[src/rtl/tcl_pkg.sv]
// Shared types, character codes, token classes and keyword tables for the token classifier.
package tcl_pkg;

    localparam int unsigned NKW    = 18;
    localparam int unsigned KW_MAX = 9;

    typedef struct packed {
        logic [7:0] char_in;
        logic       line_end;
    } t_in;

    typedef struct packed {
        logic [3:0] token_class;
        logic [7:0] first_char;
        logic [7:0] second_char;
        logic [7:0] word_length;
        logic [4:0] keyword_index;
        logic       run_last;
    } t_out;

    typedef struct packed {
        logic [1:0] count;
        t_out       res0;
        t_out       res1;
    } t_core_out;

    localparam logic [3:0] CLS_RESERVED   = 4'd0;
    localparam logic [3:0] CLS_NUMBER     = 4'd1;
    localparam logic [3:0] CLS_STRING     = 4'd2;
    localparam logic [3:0] CLS_IDENTIFIER = 4'd3;
    localparam logic [3:0] CLS_INVALID    = 4'd4;
    localparam logic [3:0] CLS_OPERATOR   = 4'd5;
    localparam logic [3:0] CLS_SPECIAL    = 4'd6;
    localparam logic [3:0] CLS_RELATIONAL = 4'd7;
    localparam logic [3:0] CLS_ASSIGN     = 4'd8;

    localparam logic [7:0] CH_TAB    = 8'h09;
    localparam logic [7:0] CH_LF     = 8'h0A;
    localparam logic [7:0] CH_SPACE  = 8'h20;
    localparam logic [7:0] CH_QUOTE  = 8'h22;
    localparam logic [7:0] CH_LPAREN = 8'h28;
    localparam logic [7:0] CH_RPAREN = 8'h29;
    localparam logic [7:0] CH_STAR   = 8'h2A;
    localparam logic [7:0] CH_PLUS   = 8'h2B;
    localparam logic [7:0] CH_COMMA  = 8'h2C;
    localparam logic [7:0] CH_MINUS  = 8'h2D;
    localparam logic [7:0] CH_DOT    = 8'h2E;
    localparam logic [7:0] CH_SLASH  = 8'h2F;
    localparam logic [7:0] CH_ZERO   = 8'h30;
    localparam logic [7:0] CH_NINE   = 8'h39;
    localparam logic [7:0] CH_COLON  = 8'h3A;
    localparam logic [7:0] CH_SEMI   = 8'h3B;
    localparam logic [7:0] CH_LT     = 8'h3C;
    localparam logic [7:0] CH_EQ     = 8'h3D;
    localparam logic [7:0] CH_GT     = 8'h3E;

    // Keyword text is right-justified: the last character sits in the low byte.
    localparam logic [KW_MAX*8-1:0] KW_TEXT [NKW] = '{
        "if", "then", "else", "case", "or", "and", "for", "end", "in",
        "begin", "float", "double", "int", {"long", "_int"}, "char", "string",
        {"short", "_int"}, "bool"
    };

    localparam logic [3:0] KW_LEN [NKW] = '{
        4'd2, 4'd4, 4'd4, 4'd4, 4'd2, 4'd3, 4'd3, 4'd3, 4'd2,
        4'd5, 4'd5, 4'd6, 4'd3, 4'd8, 4'd4, 4'd6, 4'd9, 4'd4
    };

    function automatic logic [7:0] kw_char(input logic [KW_MAX*8-1:0] text,
                                           input logic [3:0] len,
                                           input logic [3:0] pos);
        logic [3:0] idx;
        idx = len - pos - 4'd1;
        kw_char = (pos < len) ? text[{idx, 3'b000} +: 8] : 8'h00;
    endfunction

    function automatic logic is_symbol(input logic [7:0] c);
        is_symbol = (c == CH_SPACE) || (c == CH_PLUS) || (c == CH_MINUS) ||
                    (c == CH_STAR) || (c == CH_SLASH) || (c == CH_COMMA) ||
                    (c == CH_SEMI) || (c == CH_GT) || (c == CH_LT) ||
                    (c == CH_EQ) || (c == CH_LPAREN) || (c == CH_RPAREN) ||
                    (c == CH_COLON);
    endfunction

endpackage

[src/rtl/tcl_in_reg.sv]
// Input register that holds one accepted character beat for the classifier.
module tcl_in_reg (
    input  logic          i_clk,
    input  logic          i_rst_n,
    input  logic          i_valid,
    output logic          o_ready,
    input  tcl_pkg::t_in  i_data,
    input  logic          i_take,
    output logic          o_valid,
    output tcl_pkg::t_in  o_data
);

    logic         r_valid;
    tcl_pkg::t_in r_data;

    assign o_ready = !r_valid || i_take;
    assign o_valid = r_valid;
    assign o_data  = r_data;

    always_ff @(posedge i_clk) begin
        if (!i_rst_n) begin
            r_valid <= 1'b0;
        end else if (i_valid && o_ready) begin
            r_valid <= 1'b1;
        end else if (i_take) begin
            r_valid <= 1'b0;
        end
    end

    always_ff @(posedge i_clk) begin
        if (i_valid && o_ready) begin
            r_data <= i_data;
        end
    end

endmodule

[src/rtl/tcl_core.sv]
// Scanner state and the token logic that turns one character into up to two tokens.
module tcl_core (
    input  logic                i_clk,
    input  logic                i_rst_n,
    input  logic                i_step,
    input  tcl_pkg::t_in        i_item,
    output tcl_pkg::t_core_out  o_res
);

    typedef enum logic [2:0] {
        PH_START,
        PH_INT,
        PH_DOT,
        PH_FRAC,
        PH_BAD
    } t_num_phase;

    typedef enum logic [1:0] {
        HELD_NONE,
        HELD_LT,
        HELD_GT,
        HELD_COLON
    } t_held;

    logic                     r_word_open;
    logic [7:0]               r_word_len;
    logic                     r_first_digit;
    logic [1:0]               r_quotes;
    t_num_phase               r_phase;
    logic [tcl_pkg::NKW-1:0]  r_live;
    t_held                    r_held;

    logic                     n_word_open;
    logic [7:0]               n_word_len;
    logic                     n_first_digit;
    logic [1:0]               n_quotes;
    t_num_phase               n_phase;
    logic [tcl_pkg::NKW-1:0]  n_live;
    t_held                    n_held;

    function automatic logic [7:0] held_char(input t_held h);
        case (h)
            HELD_LT:    held_char = tcl_pkg::CH_LT;
            HELD_GT:    held_char = tcl_pkg::CH_GT;
            HELD_COLON: held_char = tcl_pkg::CH_COLON;
            default:    held_char = 8'h00;
        endcase
    endfunction

    function automatic t_held held_code(input logic [7:0] c);
        if (c == tcl_pkg::CH_LT) begin
            held_code = HELD_LT;
        end else if (c == tcl_pkg::CH_GT) begin
            held_code = HELD_GT;
        end else if (c == tcl_pkg::CH_COLON) begin
            held_code = HELD_COLON;
        end else begin
            held_code = HELD_NONE;
        end
    endfunction

    function automatic logic single_valid(input logic [7:0] c);
        single_valid = (c == tcl_pkg::CH_PLUS) || (c == tcl_pkg::CH_MINUS) ||
                       (c == tcl_pkg::CH_STAR) || (c == tcl_pkg::CH_SLASH) ||
                       (c == tcl_pkg::CH_GT) || (c == tcl_pkg::CH_LT) ||
                       (c == tcl_pkg::CH_EQ) || (c == tcl_pkg::CH_LPAREN) ||
                       (c == tcl_pkg::CH_RPAREN);
    endfunction

    function automatic tcl_pkg::t_out single_tok(input logic [7:0] c);
        tcl_pkg::t_out t;
        t = '0;
        t.token_class = ((c == tcl_pkg::CH_LPAREN) || (c == tcl_pkg::CH_RPAREN)) ?
                        tcl_pkg::CLS_SPECIAL : tcl_pkg::CLS_OPERATOR;
        t.first_char = c;
        single_tok = t;
    endfunction

    function automatic tcl_pkg::t_out word_tok(input logic [7:0] len,
                                               input logic [tcl_pkg::NKW-1:0] live,
                                               input t_num_phase ph,
                                               input logic [1:0] q,
                                               input logic fd);
        tcl_pkg::t_out t;
        logic          hit;
        logic [4:0]    idx;
        t   = '0;
        hit = 1'b0;
        idx = 5'd0;
        for (int k = tcl_pkg::NKW - 1; k >= 0; k--) begin
            if (live[k] && (len == {4'b0000, tcl_pkg::KW_LEN[k]})) begin
                hit = 1'b1;
                idx = 5'(k);
            end
        end
        t.word_length = len;
        if (hit) begin
            t.token_class   = tcl_pkg::CLS_RESERVED;
            t.keyword_index = idx;
        end else if ((ph == PH_INT) || (ph == PH_FRAC)) begin
            t.token_class = tcl_pkg::CLS_NUMBER;
        end else if (q == 2'd2) begin
            t.token_class = tcl_pkg::CLS_STRING;
        end else if (!fd && (q == 2'd0)) begin
            t.token_class = tcl_pkg::CLS_IDENTIFIER;
        end else begin
            t.token_class = tcl_pkg::CLS_INVALID;
        end
        word_tok = t;
    endfunction

    logic [7:0]               c;
    logic                     sym;
    logic                     dig;
    logic [7:0]               h;
    logic                     pair_rel;
    logic                     pair_asg;
    t_held                    held_mid;
    logic [7:0]               len_add;
    logic [1:0]               q_add;
    logic                     fd_add;
    t_num_phase               ph_add;
    logic [tcl_pkg::NKW-1:0]  live_add;
    logic [4:0]               cand_v;
    tcl_pkg::t_out            cand_t [5];
    logic [2:0]               n_tok;
    tcl_pkg::t_out            tok0;
    tcl_pkg::t_out            tok1;

    always_comb begin
        c = ((i_item.char_in == tcl_pkg::CH_LF) || (i_item.char_in == tcl_pkg::CH_TAB)) ?
            tcl_pkg::CH_SPACE : i_item.char_in;
        sym = tcl_pkg::is_symbol(c);
        dig = (c >= tcl_pkg::CH_ZERO) && (c <= tcl_pkg::CH_NINE);
        h   = held_char(r_held);

        pair_rel = ((r_held == HELD_LT) && ((c == tcl_pkg::CH_GT) || (c == tcl_pkg::CH_EQ))) ||
                   ((r_held == HELD_GT) && (c == tcl_pkg::CH_EQ));
        pair_asg = (r_held == HELD_COLON) && (c == tcl_pkg::CH_EQ);

        len_add = (r_word_len == 8'hFF) ? r_word_len : r_word_len + 8'd1;
        q_add   = ((c == tcl_pkg::CH_QUOTE) && (r_quotes != 2'd3)) ? r_quotes + 2'd1 : r_quotes;
        fd_add  = r_word_open ? r_first_digit : dig;
        case (r_phase)
            PH_START: ph_add = dig ? PH_INT : PH_BAD;
            PH_INT:   ph_add = dig ? PH_INT : ((c == tcl_pkg::CH_DOT) ? PH_DOT : PH_BAD);
            PH_DOT:   ph_add = dig ? PH_FRAC : PH_BAD;
            PH_FRAC:  ph_add = dig ? PH_FRAC : PH_BAD;
            default:  ph_add = PH_BAD;
        endcase
        for (int k = 0; k < tcl_pkg::NKW; k++) begin
            live_add[k] = r_live[k] && (r_word_len < {4'b0000, tcl_pkg::KW_LEN[k]}) &&
                          (tcl_pkg::kw_char(tcl_pkg::KW_TEXT[k], tcl_pkg::KW_LEN[k],
                                            r_word_len[3:0]) == c);
        end

        for (int i = 0; i < 5; i++) begin
            cand_t[i] = '0;
        end
        cand_v = '0;

        // A symbol closes the open word first.
        cand_v[0] = sym && r_word_open;
        cand_t[0] = word_tok(r_word_len, r_live, r_phase, r_quotes, r_first_digit);

        // Release of the held symbol, either paired with this character or alone.
        if (r_held != HELD_NONE) begin
            if (sym && (pair_rel || pair_asg)) begin
                cand_v[1]             = 1'b1;
                cand_t[1].token_class = pair_rel ? tcl_pkg::CLS_RELATIONAL :
                                                   tcl_pkg::CLS_ASSIGN;
                cand_t[1].first_char  = h;
                cand_t[1].second_char = c;
            end else begin
                cand_v[1] = single_valid(h);
                cand_t[1] = single_tok(h);
            end
        end

        held_mid = HELD_NONE;
        if (sym && !(pair_rel || pair_asg)) begin
            held_mid = held_code(c);
            if (held_code(c) == HELD_NONE) begin
                cand_v[2] = single_valid(c);
                cand_t[2] = single_tok(c);
            end
        end

        // At line end a newly held symbol goes out alone and the word closes.
        cand_v[3] = i_item.line_end && (held_mid != HELD_NONE) &&
                    single_valid(held_char(held_mid));
        cand_t[3] = single_tok(held_char(held_mid));
        cand_v[4] = i_item.line_end && !sym;
        cand_t[4] = word_tok(len_add, live_add, ph_add, q_add, fd_add);

        n_tok = 3'd0;
        tok0  = '0;
        tok1  = '0;
        for (int i = 0; i < 5; i++) begin
            if (cand_v[i]) begin
                if (n_tok == 3'd0) begin
                    tok0 = cand_t[i];
                end else if (n_tok == 3'd1) begin
                    tok1 = cand_t[i];
                end
                n_tok = n_tok + 3'd1;
            end
        end
        if (n_tok == 3'd1) begin
            tok0.run_last = 1'b1;
        end
        if (n_tok >= 3'd2) begin
            tok1.run_last = 1'b1;
        end
        o_res.count = (n_tok >= 3'd2) ? 2'd2 : n_tok[1:0];
        o_res.res0  = tok0;
        o_res.res1  = tok1;

        if (sym || i_item.line_end) begin
            n_word_open   = 1'b0;
            n_word_len    = 8'd0;
            n_first_digit = 1'b0;
            n_quotes      = 2'd0;
            n_phase       = PH_START;
            n_live        = '1;
        end else begin
            n_word_open   = 1'b1;
            n_word_len    = len_add;
            n_first_digit = fd_add;
            n_quotes      = q_add;
            n_phase       = ph_add;
            n_live        = live_add;
        end
        n_held = i_item.line_end ? HELD_NONE : held_mid;
    end

    always_ff @(posedge i_clk) begin
        if (!i_rst_n) begin
            r_word_open   <= 1'b0;
            r_word_len    <= 8'd0;
            r_first_digit <= 1'b0;
            r_quotes      <= 2'd0;
            r_phase       <= PH_START;
            r_live        <= '1;
            r_held        <= HELD_NONE;
        end else if (i_step) begin
            r_word_open   <= n_word_open;
            r_word_len    <= n_word_len;
            r_first_digit <= n_first_digit;
            r_quotes      <= n_quotes;
            r_phase       <= n_phase;
            r_live        <= n_live;
            r_held        <= n_held;
        end
    end

endmodule

[src/rtl/tcl_out_buf.sv]
// Two-entry result register that delivers the tokens of one character in order.
module tcl_out_buf (
    input  logic                i_clk,
    input  logic                i_rst_n,
    input  logic                i_load,
    input  tcl_pkg::t_core_out  i_res,
    output logic                o_free,
    output logic                o_valid,
    input  logic                i_ready,
    output tcl_pkg::t_out       o_data
);

    logic [1:0]    r_cnt;
    tcl_pkg::t_out r_slot0;
    tcl_pkg::t_out r_slot1;
    logic          pop;

    assign o_valid = (r_cnt != 2'd0);
    assign o_data  = r_slot0;
    assign pop     = o_valid && i_ready;
    assign o_free  = (r_cnt == 2'd0) || ((r_cnt == 2'd1) && i_ready);

    always_ff @(posedge i_clk) begin
        if (!i_rst_n) begin
            r_cnt <= 2'd0;
        end else if (i_load) begin
            r_cnt <= i_res.count;
        end else if (pop) begin
            r_cnt <= r_cnt - 2'd1;
        end
    end

    always_ff @(posedge i_clk) begin
        if (i_load) begin
            r_slot0 <= i_res.res0;
            r_slot1 <= i_res.res1;
        end else if (pop) begin
            r_slot0 <= r_slot1;
        end
    end

endmodule

[src/rtl/token_classifier_lexer.sv]
// Top level of the token classifier: input register, scanner core and result register.
// One character beat gives zero, one or two token beats; the character is held in the input
// register and its tokens in the result register. The scanner state and the result register load
// together, so characters stream at one per cycle as long as each yields at most one token and
// the output is ready; a character that yields two tokens holds the input while the two-entry
// result register drains. Words are classed as reserved word, number, string, identifier or
// invalid when they close; '<', '>' and ':' wait one character to pair into relational or
// assignment tokens. Token text is not carried, only the length (saturated at 255) and keyword index.
module token_classifier_lexer (
    input  logic          i_clk,
    input  logic          i_rst_n,
    input  logic          i_in_valid,
    output logic          o_in_ready,
    input  tcl_pkg::t_in  i_in_data,
    output logic          o_out_valid,
    input  logic          i_out_ready,
    output tcl_pkg::t_out o_out_data
);

    logic               item_valid;
    tcl_pkg::t_in       item;
    logic               buf_free;
    logic               step;
    tcl_pkg::t_core_out core_res;

    assign step = item_valid && buf_free;

    tcl_in_reg u_in_reg (
        .i_clk   (i_clk),
        .i_rst_n (i_rst_n),
        .i_valid (i_in_valid),
        .o_ready (o_in_ready),
        .i_data  (i_in_data),
        .i_take  (step),
        .o_valid (item_valid),
        .o_data  (item)
    );

    tcl_core u_core (
        .i_clk   (i_clk),
        .i_rst_n (i_rst_n),
        .i_step  (step),
        .i_item  (item),
        .o_res   (core_res)
    );

    tcl_out_buf u_out_buf (
        .i_clk   (i_clk),
        .i_rst_n (i_rst_n),
        .i_load  (step),
        .i_res   (core_res),
        .o_free  (buf_free),
        .o_valid (o_out_valid),
        .i_ready (i_out_ready),
        .o_data  (o_out_data)
    );

endmodule
[config.mk]
export PLATFORM = sky130hd
export DESIGN_NAME = token_classifier_lexer
export DESIGN_NICKNAME = d
export VERILOG_FILES = /design/src/rtl/tcl_pkg.sv /design/src/rtl/tcl_in_reg.sv /design/src/rtl/tcl_core.sv /design/src/rtl/tcl_out_buf.sv /design/src/rtl/token_classifier_lexer.sv
export SDC_FILE = /design/constraint.sdc
export NUM_CORES = 1
export LEC_CHECK = 0
export ABC_AREA = 1
export BUFFER_PORTS_ARGS = -buffer_cell sky130_fd_sc_hd__buf_4
export CAP_MARGIN = 20
export CORE_MARGIN = 4
export CORE_UTILIZATION = 57
export DETAILED_ROUTE_END_ITERATION = 8
export HOLD_SLACK_MARGIN = 0.02
export PLACE_DENSITY = 0.86
export SYNTH_ARGS = -nofsm -noshare
export SYNTH_HDL_FRONTEND = slang
export SYNTH_SLANG_ARGS = --single-unit
[constraint.sdc]
create_clock -name i_clk -period 3.95 [get_ports i_clk]
set_input_delay 0.1975 -clock i_clk [delete_from_list [all_inputs] [get_ports i_clk]]
set_output_delay 0.1975 -clock i_clk [all_outputs]
set_load 0.01 [all_outputs]
==> results.cfg <==
[synth]
synth_cells = 1471
yosys.area_share.adder = 0.05549
synth.yosys.seq_area_share = 0.3097
synthSimpleGateAreaFrac = 0.3996
synth_enable_flop_cells = 77
largest_family_of_logic_cells_by_synthesized_area = simple AND/OR/NAND/NOR gates
synth.lib_cells_used.distinct = 57
syn_avg_cell_area_um2 = 6.745
synth_ff_type = edfxtp_1
flip_flop_and_latch_count_after_synthesis = 115
asyncSetResetFlopFracSynth = 0
syn_area_um2 = 9922
synth-warning-count = 0
synth.area.mux_share = 0
synth-xor-area-share = 0.03165
synth_compound_gate_area_share = 0.1084

[clock_network]
cts_sinks = 115
clock_latency_ns = 0.43
cts_tree = yes
clkTransAtPathRegs_ns = 0.06
cts_max_level = 4
numCtsBuffers = 17
cts-root-to-sink-buffers = 2
clockRootBuffer = clkbuf_16

[placed_design]
preCtsSetupSlack_ns = 0.1089
area_after_dpl_um2 = 10800
gp_congestion = 1.003
port_buffers = 48
hpwlAfterDp_um = 24480
placed_cells = 1758

[worst_setup_path]
crit_path_end_kind = flip-flop
reg2reg_from = u_in_reg.o_data[7]$_DFFE_PP_
timing.critical_path.arrival_ns = 3.99
crit_fanout = 15
critical-path-slowest-cell = edfxtp_1
r2r_setup_slack_ns = 0.13
timing_worst_setup_path_type = reg -> reg
critPathRequiredTime_ns = 4.13
reg2reg_to = u_out_buf.o_data[4]$_DFFE_PP_
cp_startpoint_kind = flip-flop
critical_path_cell_count = 23
cp_num_buf_inv = 4
slowest_delay_ns = 0.46
timing.critical_path.max_delay_family = simple AND/OR/NAND/NOR gates
crit_path_frequent_cell = nand2_1
timing.critical_path.cells = buf_4 > nor2_2 > nand2_1 > o211ai_1 > o21ai_1 > nand2_1 > nand2_2 > nor2_8 > nor2_4 > ha_1 > inv_1 > nand2_4 > nand2_4 > inv_1 > nand2_1 > nand3_1 > nand2_2 > ha_2 > nand4_4 > clkinv_8 > nand2_1 > nand3_1 > nand2_1
worstRegToRegCells = 23

[timing]
final_hold_viol_count = 0
setup_viol = 0
maxClockFrequency_ghz = 0.2620
final.min_clock_period_ns = 3.817
setup_slack_ns = 0.1332
slew_headroom = 0.2534
final_max_slew_viols = 0
max_slew.worst_pin.slew_ns = 1.120
final.period_utilization = 0.9663
timing.clock.skew_ns = 0.008501

[cells_and_area]
final_cell_count_no_fill = 1807
n_antenna_cell = 0
layout.cell_area.non_filler_um2 = 11530
final_layout_size_suffix_gt1_frac = 0.1556
area.growth.synth_to_final_pct = 16.19
final_nets = 1631
final_core_util = 0.6855

[global_route]
grt_antenna_before_repair = 0
grt_overflow_total = 0
largest_net_degree_at_the_start_of_global_routing = 86
grt_pass1_vias = 9969
grt_pass1_wl_um = 52260
grt_use_total = 0.3371

[detailed_routing]
route.vias.total = 10790
drtPass1Iterations = 6
wl_per_cell_um = 18.42
drt_iter0_markers = 1480
post-route-drc-count = 0
antenna_left = 0
post_drt_via_cell_ratio = 5.971
postRouteWirelength_um = 33290

[floorplan]
start_util = 0.5899
die_area_um2 = 19580
floorplan.die.height_um = 139.9
floorplan.rows = 47
floorplan.io_pins = 49
total_core_area_um2 = 16820
floorplan.die.width_um = 139.9

[status]
status = complete, no violations

[job]
drv_cap = 0

[hold_path]
holdPathStages = 3
start_point_of_the_worst_min_delay_path = i_in_valid
min_delay_worst_endpoint = u_in_reg.o_valid$_SDFFE_PN0P_
min_path_type = in -> reg

[pwr]
ir_worst_vdd_mv = 0.6739
cellPowerDensity_nw_per_um2 = 454.4
power_leakage_nw = 5.547
report.power.total_mw = 5.239
## cell usage after synthesis (11+ instances only)
cell	number	area share
ha_1	44	0.055
nand2_1	371	0.14
dfxtp_1	38	0.077
o21ai_1	11	0.0055
inv_1	162	0.061
nor2_1	212	0.080
clkbuf_1	21	0.0079
nor3_1	39	0.020
edfxtp_1	77	0.23
nand3_1	116	0.059
nand2_2	15	0.0095
a21oi_1	52	0.026
inv_2	22	0.0083
nand4_1	50	0.032
o21ai_0	67	0.034
xor2_1	30	0.026
## layout make-up
class	instances	area, um2
Multi-Input combinational cell	1127	5946
Inverter	189	730.7
Tap cell	220	275.3
Sequential cell	115	3073
Fill cell	1453	5290
Clock inverter	15	125.1
Clock buffer	17	425.4
Timing Repair Buffer	124	953.4
## repair_timing
| item | in CTS | in global routing |
|---|---|---|
| endpoints found under the setup margin | 0 | 49 |
| buffers inserted | 0 | 8 |
| gates resized for setup | 0 | 12 |
| hold endpoints to repair | 9 | 0 |
| hold buffers | 9 | 0 |
## placed cells by master (no fill, tap or decap), drive strengths merged, types with 2 or more instances in the layout
cell,n
a21oi,52
a31oi,14
buf,115
clkbuf,17
clkinv,9
clkinvlp,4
conb,4
dfxtp,38
dlygate4sd3,9
edfxtp,77
ha,44
inv,191
nand2,395
nand3,119
nand3b,3
nand4,53
nor2,229
nor3,43
nor4,11
o211ai,9
o21a,3
o21ai,84
o21bai,3
o22ai,8
o31ai,4
o32ai,2
or2,5
xnor2,4
xor2,31
## worst max path at each step
stage | from | to | slack [ns]
finish | u_in_reg.o_data[7]$_DFFE_PP_ | u_out_buf.o_data[4]$_DFFE_PP_ | 0.13
global route | u_in_reg.o_data[7]$_DFFE_PP_ | u_out_buf.o_data[27]$_DFFE_PP_ | -0.12
CTS | u_in_reg.o_data[5]$_DFFE_PP_ | u_out_buf.o_data[32]$_DFFE_PP_ | 0.06
detailed placement | u_in_reg.o_data[5]$_DFFE_PP_ | u_out_buf.o_data[32]$_DFFE_PP_ | 0.11
global placement | u_in_reg.o_data[3]$_DFFE_PP_ | u_out_buf.o_data[32]$_DFFE_PP_ | 0.24
floorplan | u_in_reg.o_data[2]$_DFFE_PP_ | u_out_buf.o_data[4]$_DFFE_PP_ | 0.17
## report_power, final
part / switching, mW / total, mW / internal (mW)
clock network: 0.643 / 1.46 / 0.817
logic: 1.25 / 1.93 / 0.685
registers: 0.152 / 1.85 / 1.69
## state kept, by name (all words and copies together), names as in the netlist
register,flops
u_out_buf.o_data,34
u_out_buf.r_slot1,34
u_core.r_live,18
u_in_reg.o_data,9
u_core.r_word_len,8
u_core.r_phase,3
u_core.r_held,2
u_core.r_quotes,2
u_out_buf.r_cnt,2
u_core.r_first_digit,1
u_core.r_word_open,1
u_in_reg.o_valid,1
## per-layer routing
metal / GRT usage / up-vias / wire, um
met5: 0 / - / 0
met4: 0.1285 / 0 / 1324
met2: 0.5171 / 711 / 14390
li1: - / 5058 / -
met3: 0.09032 / 133 / 4311
met1: 0.4573 / 4887 / 13270
## cells by family (layout without fill, tap and decap cells)
group,count (synthesis),in the layout
xor gates and xnor gates,35,35
and+or+nand+nor,862,862
AOI/OAI and AO/OA,182,182
buffers and inverters,232,345
DFF,115,115
adders and majority gates,44,44
other,1,4
## metrics by stage
step	hold WS (ns)	TNS, ns
3_5_place_dp	0.3768	0
6_report	0.03967	0
2_1_floorplan	0.2964	0
5_1_grt	0.07182	-2.433
4_1_cts	0.03612	0
3_3_place_gp	0.3769	0
## tightest hold or removal path, delay by kind of cell
kind                   cells  cell delay (ns)
AOI/OAI and AO/OA          1             0.11
buffers and inverters      1             0.08
and+or+nand+nor            1             0.06
Note: power is estimated with default switching activity, not from simulation.
